==> src/s20_pkg.sv <==
// Shared types, constants and round function of the Salsa20 stream cipher.
// Depends on nothing; every other file of the block imports it.
package s20_pkg;

    typedef logic [15:0][31:0] t_state;
    typedef logic [3:0][63:0]  t_key;

    typedef struct packed {
        logic       last;
        logic [7:0] data;
    } t_item;

    // Request from the byte sequencer to the round unit.
    typedef struct packed {
        logic        start;
        logic [63:0] counter;
    } t_gen_req;

    // Status from the round unit back to the sequencer.
    typedef struct packed {
        logic busy;
        logic done;
    } t_gen_sts;

    localparam logic [31:0] SIGMA0 = 32'h6170_7865;
    localparam logic [31:0] SIGMA1 = 32'h3320_646e;
    localparam logic [31:0] SIGMA2 = 32'h7962_2d32;
    localparam logic [31:0] SIGMA3 = 32'h6b20_6574;

    // Word indexes (a, b, c, d) of the four quarter rounds.
    localparam logic [3:0] COL_IDX [4][4] = '{
        '{4'd0,  4'd4,  4'd8,  4'd12},
        '{4'd5,  4'd9,  4'd13, 4'd1},
        '{4'd10, 4'd14, 4'd2,  4'd6},
        '{4'd15, 4'd3,  4'd7,  4'd11}
    };
    localparam logic [3:0] ROW_IDX [4][4] = '{
        '{4'd0,  4'd1,  4'd2,  4'd3},
        '{4'd5,  4'd6,  4'd7,  4'd4},
        '{4'd10, 4'd11, 4'd8,  4'd9},
        '{4'd15, 4'd12, 4'd13, 4'd14}
    };

    function automatic logic [31:0] rotl32(logic [31:0] v, int unsigned s);
        return (v << s) | (v >> (32 - s));
    endfunction

    // One column round (row = 0) or one row round (row = 1).
    function automatic t_state s20_round(t_state x, logic row);
        t_state      y;
        logic [3:0]  ia;
        logic [3:0]  ib;
        logic [3:0]  ic;
        logic [3:0]  id;
        logic [31:0] a;
        logic [31:0] b;
        logic [31:0] c;
        logic [31:0] d;
        y = x;
        for (int q = 0; q < 4; q++) begin
            ia = row ? ROW_IDX[q][0] : COL_IDX[q][0];
            ib = row ? ROW_IDX[q][1] : COL_IDX[q][1];
            ic = row ? ROW_IDX[q][2] : COL_IDX[q][2];
            id = row ? ROW_IDX[q][3] : COL_IDX[q][3];
            a  = x[ia];
            b  = x[ib];
            c  = x[ic];
            d  = x[id];
            b  = b ^ rotl32(a + d, 7);
            c  = c ^ rotl32(b + a, 9);
            d  = d ^ rotl32(c + b, 13);
            a  = a ^ rotl32(d + c, 18);
            y[ia] = a;
            y[ib] = b;
            y[ic] = c;
            y[id] = d;
        end
        return y;
    endfunction

endpackage

==> src/s20_fifo.sv <==
// Short input queue between the stream slave port and the byte sequencer.
// Depends on s20_pkg for the queued word type.
module s20_fifo
    import s20_pkg::*;
#(
    parameter int DEPTH = 4
) (
    input  logic  i_clk,
    input  logic  i_rst_n,
    input  logic  i_push,
    input  t_item i_push_item,
    output logic  o_full,
    output logic  o_pop_valid,
    output t_item o_pop_item,
    input  logic  i_pop
);

    localparam int PW = (DEPTH > 1) ? $clog2(DEPTH) : 1;
    localparam int CW = $clog2(DEPTH + 1);

    t_item         r_mem [DEPTH];
    logic [PW-1:0] r_wr;
    logic [PW-1:0] r_rd;
    logic [CW-1:0] r_count;
    logic [PW-1:0] n_wr;
    logic [PW-1:0] n_rd;
    logic [CW-1:0] n_count;
    logic          do_push;
    logic          do_pop;

    assign o_full      = (r_count == CW'(DEPTH));
    assign o_pop_valid = (r_count != '0);
    assign o_pop_item  = r_mem[r_rd];
    assign do_push     = i_push && !o_full;
    assign do_pop      = i_pop && o_pop_valid;

    always_comb begin
        n_wr    = r_wr;
        n_rd    = r_rd;
        n_count = r_count;
        if (do_push) begin
            n_wr = (r_wr == PW'(DEPTH - 1)) ? '0 : r_wr + 1'b1;
        end
        if (do_pop) begin
            n_rd = (r_rd == PW'(DEPTH - 1)) ? '0 : r_rd + 1'b1;
        end
        if (do_push && !do_pop) begin
            n_count = r_count + 1'b1;
        end else if (do_pop && !do_push) begin
            n_count = r_count - 1'b1;
        end
    end

    always_ff @(posedge i_clk) begin
        if (!i_rst_n) begin
            r_wr    <= '0;
            r_rd    <= '0;
            r_count <= '0;
        end else begin
            r_wr    <= n_wr;
            r_rd    <= n_rd;
            r_count <= n_count;
        end
    end

    always_ff @(posedge i_clk) begin
        if (do_push) begin
            r_mem[r_wr] <= i_push_item;
        end
    end

endmodule

==> config.mk <==
export PLATFORM = sky130hd
export DESIGN_NAME = s20_fifo
export DESIGN_NICKNAME = d
export VERILOG_FILES = /design/src/s20_pkg.sv /design/src/s20_fifo.sv
export SDC_FILE = /design/constraint.sdc
export NUM_CORES = 1
export LEC_CHECK = 0
export ABC_AREA = 1
export BUFFER_PORTS_ARGS = -buffer_cell sky130_fd_sc_hd__clkbuf_2
export CAP_MARGIN = 20
export CELL_PAD_IN_SITES_DETAIL_PLACEMENT = 1
export CELL_PAD_IN_SITES_GLOBAL_PLACEMENT = 1
export CORE_MARGIN = 1.5
export CORE_UTILIZATION = 48
export CTS_BUF_LIST = sky130_fd_sc_hd__clkbuf_2
export CTS_CLUSTER_SIZE = 24
export DETAILED_ROUTE_END_ITERATION = 7
export PLACE_DENSITY_LB_ADDON = 0.12
export REMOVE_ABC_BUFFERS = 1
export SKIP_LAST_GASP = 1
export SYNTH_ARGS = -nofsm -noshare
export SYNTH_HDL_FRONTEND = slang
export SYNTH_SLANG_ARGS = --single-unit
==> constraint.sdc <==
create_clock -name i_clk -period 1.9 [get_ports i_clk]
set_input_delay 0.19 -clock i_clk [delete_from_list [all_inputs] [get_ports i_clk]]
set_output_delay 0.19 -clock i_clk [all_outputs]
set_load 0.02 [all_outputs]
==> summary.txt <==
Clocking
  – Clock slew at reported path FFs: ~0.23 ns
  – Clock Sinks: 45
  – Clock root buffer master: clkbuf_2
  – CTS tree: built
  – Clock latency at the later pin of the worst-skew pair: 0.41 ns
  – Clk buf depth: 2
  – CTS Buf Count: 5
  – H-tree levels: 2

STA
  – Slew Limit Fails: 0
  – Fin crit share: 93.2%
  – Worst Slack Setup Final: 0.129 ns
  – Tmin final: 1.77 ns
  – Measured slew at the worst slew-check pin: roughly 0.26 ns
  – Slew HR: 82.3%
  – Number of setup violations in the final report: 0
  – RSZ-0062 raised after global routing: true
  – Fin. Hold Viols: 0
  – Hold_ws: 0.0401 ns
  – Clock skew: 0.0268 ns
  – Fmax: 0.565 GHz

Synth
  – Syn. warnings: 0
  – Complex-gate fraction of the synthesized area: 11.7%
  – Cell variety after synth: 22
  – Largest family of logic cells by synthesized area: simple AND/OR/NAND/NOR gates
  – Synth Instances: 157
  – XOR/XNOR Fraction of Synth Area: 0%
  – Post-Synth Simple-Gate Area: a little over an eighth
  – Mapped Avg Cell Area: 12.5 sq um
  – Synth Area in Adders: 4.85%
  – Multiplexer share of the synthesized area: 0%
  – Post-synthesis cell area: 1960 sq um
  – Synth Register Bits: 45
  – Sequential area share after synthesis: approximately 64%

Cells and area
  – Nets@finish: 221
  – Diode count: 0
  – # fillers: 447
  – Share of post-route cells with drive strength above 1: 33.7%
  – Non-Filler Cell Area, Final: 2320 sq um
  – Synthesis-to-finish area growth: 18.6%

Placement
  – GPL Wtd Cong: just over 0.7
  – DP Worst Slack: 0.0705 ns
  – DP HPWL: 2670 um
  – # port buffers: 23
  – Cell Area, Placed: 2130 sq um

Floorplan
  – I/O pins: 24
  – Die Y: 66.9 um
  – Die area: between 4000 and 5000 sq um
  – Initial Utilization: slightly below 50%
  – Core Area: ~4000 sq um
  – Core Rows: 23
  – Width of the chip: 66.9 um

GRT
  – Vias in the first global route: 1325
  – Largest net degree at the start of global routing: 20
  – Total track usage: 19.5%
  – First-pass GRT wire length: 6150 um
  – M1 GR Usage: around a fifth
  – Met3 usage: roughly 4.6%
  – M2 GR Usage: 37.3%
  – Initial antenna violation count: 0
  – Global route total overflow: 0
  – Most Crowded Layer GR: met2

Drt
  – Final wirelength: 3920 um
  – Drt wl/cell: 15.6 um
  – DR iter-0 viols: 81
  – # DRC: 0
  – Drt pass-1 iters: 3
  – Via count: ~1.3k
  – DRT antenna net count: 0
  – Vias per cell: 5.12

Pwr
  – Peak supply drop: about 730 uV
  – Pwr Density: between 1000 and 1500 nW/um^2
  – Total power: 3110 uW
  – Pleak: 0.000933 uW

Worst setup path
  – Max incr delay on CP: 0.41 ns
  – Kind of critical path: flop to flop
  – R2r startpoint: r_count[1]$_SDFFE_PN0P_
  – Worst Path Required: 2.24 ns
  – Max stage delay cell, worst path: dfxtp_4
  – Crit path top cell by count: inv_1
  – CP max FO: 7
  – Worst Setup SP: r_count[1]$_SDFFE_PN0P_
  – CP cell instances: nor2_4, nand2_2, nand2_4, inv_1, ha_1, inv_1, fa_1, o21ai_1, nor2_1
  – Worst Setup End Kind: flop
  – Worst setup SP type: flop
  – CP Data Arrival Time: around 2.1 ns

Worst hold path
  – Hold WC Path Type: input port to flop
  – Hold Path Origin: i_rst_n

Outcome
  – Outcome: finished clean

Job
  – Max-cap violations: 0
power breakdown:
group	switching, uW	internal, uW	total, uW
clock	297	218	515
combinational	796	463	1260
sequential	102	1240	1340
total	1200	1920	3110
cell usage in the layout, fill, tap and decap left out, drive strengths merged, types with 2 or more instances in the layout:
cell / count
nor2: 35
o22ai: 9
ha: 6
nand2: 15
o21ai: 20
buf: 8
clkbuf: 28
dlygate4sd3: 9
a21oi: 2
dfxtp: 9
inv: 18
edfxtp: 36
logic make-up after synthesis:
family / Yosys count
adder cells (fa/ha/maj): 7
AO/OA/AOI/OAI: 31
AND/OR/NAND/NOR: 53
buffers and inverters: 21
flip-flops: 45
state kept, by name, summed over array words and instances, names as in the netlist, named ones only:
name	cells
r_mem	36
r_count	3
r_rd	2
r_wr	2
final timing paths:
path | endpoint | slack [ns] | depth (start not counted)
min | r_count[2]$_SDFFE_PN0P_ | 0.04 | 3
max | r_count[1]$_SDFFE_PN0P_ | 0.13 | 9
min reg2reg | r_count[0]$_SDFFE_PN0P_ | 0.55 | 2
max reg2reg | r_count[1]$_SDFFE_PN0P_ | 0.13 | 9
routing by layer:
metal	wire [um]	part of all wire [%]
met5	0	0
met4	60	1.5
met3	89	2.3
met2	2250	57
met1	1520	39
stage by stage:
stage                     std cells  setup TNS, ns  utilization (%)
after floorplan                 154              0                -
after global placement          232              0             53.7
after detailed placement        232              0             53.7
after CTS                       248              0             57.4
after global routing            252        -0.0467             58.5
final                           252              0             58.5
synthesized netlist by cell type, drive strengths merged:
master  instances  share of area (%)
a21oi           2               0.51
buf             3                2.2
dfxtp           9                9.2
edfxtp         36                 55
fa              1                1.0
ha              6                3.8
inv            18                3.8
nand2          15                3.9
nand3           1               0.26
nand3b          1               0.38
nand4           1               0.32
nor2           35                8.2
o21ai          20                5.5
o22ai           9                5.7
worst max-delay path: cells and delay by family (launching register included):
kind / cells / cell delay, ns
and+or+nand+nor: 4 / 0.39
DFF: 1 / 0.41
adders and majority gates: 2 / 0.61
AOI/OAI and AO/OA: 1 / 0.17
buffers and inverters: 2 / 0.14
repair_timing:
action / CTS / global route
hold buffers: 8 / 1
hold endpoints to repair: 31 / 4
setup endpoints to repair: 0 / 10
buffers inserted: 0 / 3
gates resized for setup: 0 / 10
layout make-up:
class,instances,area [sq um],share of cell area [%]
flip-flops and latches,45,1270,54.6
repair buffers,40,269,11.6
multi-input cells,91,582,25.0
clock inverters,3,41.3,1.78
clock buffers,5,25.0,1.08
well taps,50,62.6,2.69
inverters,18,75.1,3.23
(Power assumes the default switching activity.)
