**config.mk**
```make
export PLATFORM = sky130hd
export DESIGN_NAME = s20_back
export DESIGN_NICKNAME = d
export VERILOG_FILES = /design/src/s20_pkg.sv /design/src/s20_back.sv
export SDC_FILE = /design/constraint.sdc
export NUM_CORES = 1
export LEC_CHECK = 0
export ABC_AREA = 1
export BUFFER_PORTS_ARGS = -buffer_cell sky130_fd_sc_hd__buf_2
export CAP_MARGIN = 20
export CORE_AREA = 2 2 95 97
export CTS_CLUSTER_DIAMETER = 60
export DETAILED_ROUTE_END_ITERATION = 16
export DIE_AREA = 0 0 97 99
export PLACE_DENSITY_LB_ADDON = 0.25
export SLEW_MARGIN = 20
export SYNTH_ARGS = -nofsm -noshare
export SYNTH_HDL_FRONTEND = slang
export SYNTH_SLANG_ARGS = --single-unit
```
**constraint.sdc**
```tcl
create_clock -name i_clk -period 2.5 [get_ports i_clk]
set_input_delay 0.125 -clock i_clk [delete_from_list [all_inputs] [get_ports i_clk]]
set_output_delay 0.125 -clock i_clk [all_outputs]
set_load 0.01 [all_outputs]
```
**src/s20_pkg.sv**
```systemverilog
// Shared types, constants and round function of the Salsa20 stream cipher.
// Depends on nothing; every other file of the block imports it.
package s20_pkg;

    typedef logic [15:0][31:0] t_state;
    typedef logic [3:0][63:0]  t_key;

    typedef struct packed {
        logic       last;
        logic [7:0] data;
    } t_item;

    // Request from the byte sequencer to the round unit.
    typedef struct packed {
        logic        start;
        logic [63:0] counter;
    } t_gen_req;

    // Status from the round unit back to the sequencer.
    typedef struct packed {
        logic busy;
        logic done;
    } t_gen_sts;

    localparam logic [31:0] SIGMA0 = 32'h6170_7865;
    localparam logic [31:0] SIGMA1 = 32'h3320_646e;
    localparam logic [31:0] SIGMA2 = 32'h7962_2d32;
    localparam logic [31:0] SIGMA3 = 32'h6b20_6574;

    // Word indexes (a, b, c, d) of the four quarter rounds.
    localparam logic [3:0] COL_IDX [4][4] = '{
        '{4'd0,  4'd4,  4'd8,  4'd12},
        '{4'd5,  4'd9,  4'd13, 4'd1},
        '{4'd10, 4'd14, 4'd2,  4'd6},
        '{4'd15, 4'd3,  4'd7,  4'd11}
    };
    localparam logic [3:0] ROW_IDX [4][4] = '{
        '{4'd0,  4'd1,  4'd2,  4'd3},
        '{4'd5,  4'd6,  4'd7,  4'd4},
        '{4'd10, 4'd11, 4'd8,  4'd9},
        '{4'd15, 4'd12, 4'd13, 4'd14}
    };

    function automatic logic [31:0] rotl32(logic [31:0] v, int unsigned s);
        return (v << s) | (v >> (32 - s));
    endfunction

    // One column round (row = 0) or one row round (row = 1).
    function automatic t_state s20_round(t_state x, logic row);
        t_state      y;
        logic [3:0]  ia;
        logic [3:0]  ib;
        logic [3:0]  ic;
        logic [3:0]  id;
        logic [31:0] a;
        logic [31:0] b;
        logic [31:0] c;
        logic [31:0] d;
        y = x;
        for (int q = 0; q < 4; q++) begin
            ia = row ? ROW_IDX[q][0] : COL_IDX[q][0];
            ib = row ? ROW_IDX[q][1] : COL_IDX[q][1];
            ic = row ? ROW_IDX[q][2] : COL_IDX[q][2];
            id = row ? ROW_IDX[q][3] : COL_IDX[q][3];
            a  = x[ia];
            b  = x[ib];
            c  = x[ic];
            d  = x[id];
            b  = b ^ rotl32(a + d, 7);
            c  = c ^ rotl32(b + a, 9);
            d  = d ^ rotl32(c + b, 13);
            a  = a ^ rotl32(d + c, 18);
            y[ia] = a;
            y[ib] = b;
            y[ic] = c;
            y[id] = d;
        end
        return y;
    endfunction

endpackage

```
**src/s20_back.sv**
```systemverilog
// Byte sequencer: requests keystream blocks, XORs queued bytes, holds the output word.
// Depends on s20_pkg for the queued word type and the round unit interface.
module s20_back
    import s20_pkg::*;
(
    input  logic        i_clk,
    input  logic        i_rst_n,
    input  logic        i_item_valid,
    input  t_item       i_item,
    output logic        o_pop,
    output t_gen_req    o_req,
    input  t_gen_sts    i_sts,
    output logic [3:0]  o_word_sel,
    input  logic [31:0] i_ks_word,
    output logic        o_valid,
    input  logic        i_ready,
    output logic [7:0]  o_data,
    output logic        o_last
);

    typedef enum logic {
        S_RUN,
        S_GEN
    } t_state_e;

    t_state_e    r_state;
    t_state_e    n_state;
    logic [5:0]  r_pos;
    logic [5:0]  n_pos;
    logic [63:0] r_counter;
    logic [63:0] n_counter;
    logic        r_ks_valid;
    logic        n_ks_valid;
    logic        r_out_valid;
    logic        n_out_valid;
    logic [7:0]  r_out_data;
    logic [7:0]  n_out_data;
    logic        r_out_last;
    logic        n_out_last;
    logic        slot_free;
    logic [7:0]  ks_byte;

    assign slot_free  = !r_out_valid || i_ready;
    assign o_word_sel = r_pos[5:2];
    assign ks_byte    = i_ks_word[{r_pos[1:0], 3'b000} +: 8];

    assign o_pop         = (r_state == S_RUN) && i_item_valid && r_ks_valid && slot_free;
    assign o_req.start   = (r_state == S_RUN) && i_item_valid && !r_ks_valid;
    assign o_req.counter = r_counter;

    always_comb begin
        n_state     = r_state;
        n_pos       = r_pos;
        n_counter   = r_counter;
        n_ks_valid  = r_ks_valid;
        n_out_valid = r_out_valid;
        n_out_data  = r_out_data;
        n_out_last  = r_out_last;
        if (i_ready) begin
            n_out_valid = 1'b0;
        end
        case (r_state)
            S_RUN: begin
                if (o_req.start) begin
                    n_state = S_GEN;
                end else if (o_pop) begin
                    n_out_valid = 1'b1;
                    n_out_data  = i_item.data ^ ks_byte;
                    n_out_last  = i_item.last;
                    // Drop the block at the message end or when its last byte is used.
                    if (i_item.last) begin
                        n_pos      = '0;
                        n_counter  = '0;
                        n_ks_valid = 1'b0;
                    end else begin
                        n_pos = r_pos + 1'b1;
                        if (r_pos == 6'd63) begin
                            n_counter  = r_counter + 1'b1;
                            n_ks_valid = 1'b0;
                        end
                    end
                end
            end
            S_GEN: begin
                if (i_sts.done) begin
                    n_ks_valid = 1'b1;
                    n_state    = S_RUN;
                end
            end
            default: begin
                n_state = S_RUN;
            end
        endcase
    end

    always_ff @(posedge i_clk) begin
        if (!i_rst_n) begin
            r_state     <= S_RUN;
            r_pos       <= '0;
            r_counter   <= '0;
            r_ks_valid  <= 1'b0;
            r_out_valid <= 1'b0;
        end else begin
            r_state     <= n_state;
            r_pos       <= n_pos;
            r_counter   <= n_counter;
            r_ks_valid  <= n_ks_valid;
            r_out_valid <= n_out_valid;
        end
        r_out_data <= n_out_data;
        r_out_last <= n_out_last;
    end

    assign o_valid = r_out_valid;
    assign o_data  = r_out_data;
    assign o_last  = r_out_last;

    a_no_pop_while_gen: assert property (@(posedge i_clk) disable iff (!i_rst_n)
        (r_state == S_GEN) |-> !o_pop && !i_sts.done || !o_pop)
        else $error("byte taken while a block is being generated");

    a_last_clears: assert property (@(posedge i_clk) disable iff (!i_rst_n)
        (o_pop && i_item.last) |=> (r_pos == 6'd0) && (r_counter == 64'd0) && !r_ks_valid)
        else $error("message end did not clear position and counter");

    a_fresh_block_at_zero: assert property (@(posedge i_clk) disable iff (!i_rst_n)
        (o_pop && !i_item.last && (r_pos == 6'd63)) |=> !r_ks_valid && (r_pos == 6'd0))
        else $error("block wrap did not force a new block");

    a_start_only_idle_unit: assert property (@(posedge i_clk) disable iff (!i_rst_n)
        o_req.start |-> !i_sts.busy)
        else $error("round unit started while busy");

endmodule

```
==> run metrics <==
Max-Cap Viols 0; Area Growth Syn to Fin 19.7%; # setup viols final 0; area of the core 8550 sq um; clock sink count 82; vias per cell between 5 and 6; CP max stage delay 780 ps; most frequent cell after synthesis nand2_1; status finished, final reports clean; setup_tns 0 ps; leakage power 2.48 nW; DP Cell Count 989; # IOs between 100 and 150; fin nets 942; Peak VDD IR just over 0.0003 V; htree depth 3; Async S/R FF share, synth 0; pwr/cell area around 480 nW/um^2; RSZ-0062 raised after global routing false; CTS buffer count 9; Setup Crit Path Kind flip-flop to flip-flop; most frequent CP cell nand2_2; DR WL/cell 13.3 um; post-route ant nets 0; initial antenna violation count 0; Worst Path Arrival 2420 ps; Syn Std Cell Area between 4000 and 5000 sq um; period utilization 0.851; Critical Path Source Type flip-flop; Die X between 90 and 100 um; Post-Route WL 13.4 mm; top cells by area, synth dfxtp_1, nand2_1, nor2_1; Initial Util 0.559; Worst-path clk slew roughly 90 ps; Die Y between 90 and 100 um; Slew @ Worst Pin 1060 ps; Worst Hold Class input port to flip-flop; gr usage total 0.272; post-cts gate resize count 0; largest net degree at the start of global routing between 60 and 70; RD Place Congestion 0.951; Synth Net Count 820; number of global-route vias before repair 4653; CP Max Fanout 65; slew margin rel. 0.294; Final Critical Period 2130 ps; Iter 0 DRT Violations 204; CTS tree done; drt first pass iters 5; CTS Buffer Depth 2; layout cell share with drive strength beyond 1 0.184; Final Max Slew Viols 0; root buf cell clkbuf_8; Final HPWL DP 10.1 mm; synthesized instance count 771; top post-synthesis cells by count nand2_1, nor2_1, inv_1, dfxtp_1, nand3_1; Fin. Hold Viols 0; top cell type's share of synthesized area 0.306; slowest cell on the critical path inv_2; clk_lat worst skew between 300 and 400 ps; fin util 0.668; register bit total from synthesis 82; crit path cell chain inv_1 -> nor2_4 -> nor2_8 -> nand2_2 -> nand2_2 -> inv_2 -> o21ai_1 -> a21oi_1; non-filler cells, final 1006; Die ar. just under 10000 sq um; grt ovf 0; # diodes 0; port bufs 125; Max Freq 0.470 GHz; Netlist cell types 33; Vias 5257; Worst EP required 2790 ps; skew final 11.4 ps; dominant cell type by area after synthesis dfxtp_1; residual DRC count 0; Fin Hold WS 37.1 ps; syn_area_per_cell 6.19 sq um; register area share after synthesis 0.363; cell row count 34; yosys warns 0; first-pass GRT wire length 21.4 mm; CP endpoint kind flip-flop; top_reg_cell synth dfxtp_1; EDFF count, synth 9
-- worst paths after layout --
kind / from / end / slack (ps) / depth (start not counted)
worst min-delay path: i_rst_n / o_valid / 40 / 3
worst max register to register: o_valid / r_counter[7] / 370 / 8
worst max-delay path: o_valid / r_counter[7] / 370 / 8
worst min register to register: r_counter[12] / r_counter[12] / 510 / 1
-- state kept, by name, indices dropped and copies added, names as in the netlist --
| signal | flops |
|---|---|
| r_counter | 64 |
| o_valid | 1 |
| o_last | 1 |
| r_ks_valid | 1 |
| r_pos | 6 |
| o_data | 8 |
| r_state | 1 |
-- logic make-up (layout without fill, tap and decap cells) --
family          count (synthesis)  count (layout)  share of synthesized area
fa+ha+maj                       2               2                    0.00524
buf+inv                       103             230                     0.0912
compound gates                 94              94                      0.104
flops                          82              82                      0.363
xor+xnor                        8               8                     0.0147
simple gates                  482             482                      0.422
-- layer usage --
layer / vias up / track usage / wire length, um
li1: 2671 / - / -
met1: 2363 / 0.336 / 5610
met2: 189 / 0.472 / 6490
met3: 34 / 0.0454 / 878
met4: 0 / 0.117 / 374
met5: - / 0 / 0
-- power by group --
part / switching, mW / total (mW) / internal, mW
clock: 0.511 / 1.24 / 0.726
combinational: 0.0896 / 0.155 / 0.0659
sequential: 0.00387 / 1.34 / 1.34
-- critical path, delay by kind of cell, from the launching register on --
family | cells | cell delay [ps]
buf+inv | 2 | 840
compound gates | 2 | 400
flops | 1 | 330
simple gates | 4 | 480
-- layout by cell type (no fill, tap or decap) --
cell type,n
nor2_1,192
nor2_4,3
nand2_2,5
nor2_2,5
buf_2,125
inv_2,3
nand3_1,42
a31oi_1,1
o21ai_0,25
nand4_1,7
and2_1,5
nand3b_1,1
o22ai_1,8
a21oi_1,39
nand3_2,1
nor3_1,9
o21bai_1,4
o21a_1,1
inv_6,2
buf_4,4
xor2_1,8
nor3b_1,3
dfxtp_1,73
inv_1,81
bufinv_16,3
nand2_1,204
nor4_1,2
a211oi_1,1
ha_1,2
dlygate4sd3_1,1
nand2_4,1
o21ai_1,15
clkbuf_8,11
nor2_8,2
edfxtp_1,9
-- through the flow --
step / worst slack [ps] / power, mW / instance area, sq um
3_5_place_dp: 382 / 1.53 / 5450
6_report: 372 / 2.74 / 5720
4_1_cts: 368 / 2.75 / 5720
5_1_grt: 154 / 2.82 / 5720
2_1_floorplan: 852 / 1.47 / 4780
3_3_place_gp: 456 / 1.52 / 5450
-- layout make-up --
| class | count | area (sq um) |
|---|---|---|
| inverters | 84 | 315 |
| repair buffers | 130 | 666 |
| well taps | 108 | 135 |
| multi-input cells | 586 | 2610 |
| clock buffers | 11 | 151 |
| flip-flops and latches | 82 | 1730 |
| fillers | 771 | 2840 |
| clock inverters | 5 | 108 |
-- repair_timing --
item / 4_1_cts / 5_1_grt
hold buffers: 1 / 0
setup buffers: 0 / 0
hold endpoints to repair: 1 / 0
Note: power is estimated with default switching activity, not from simulation.
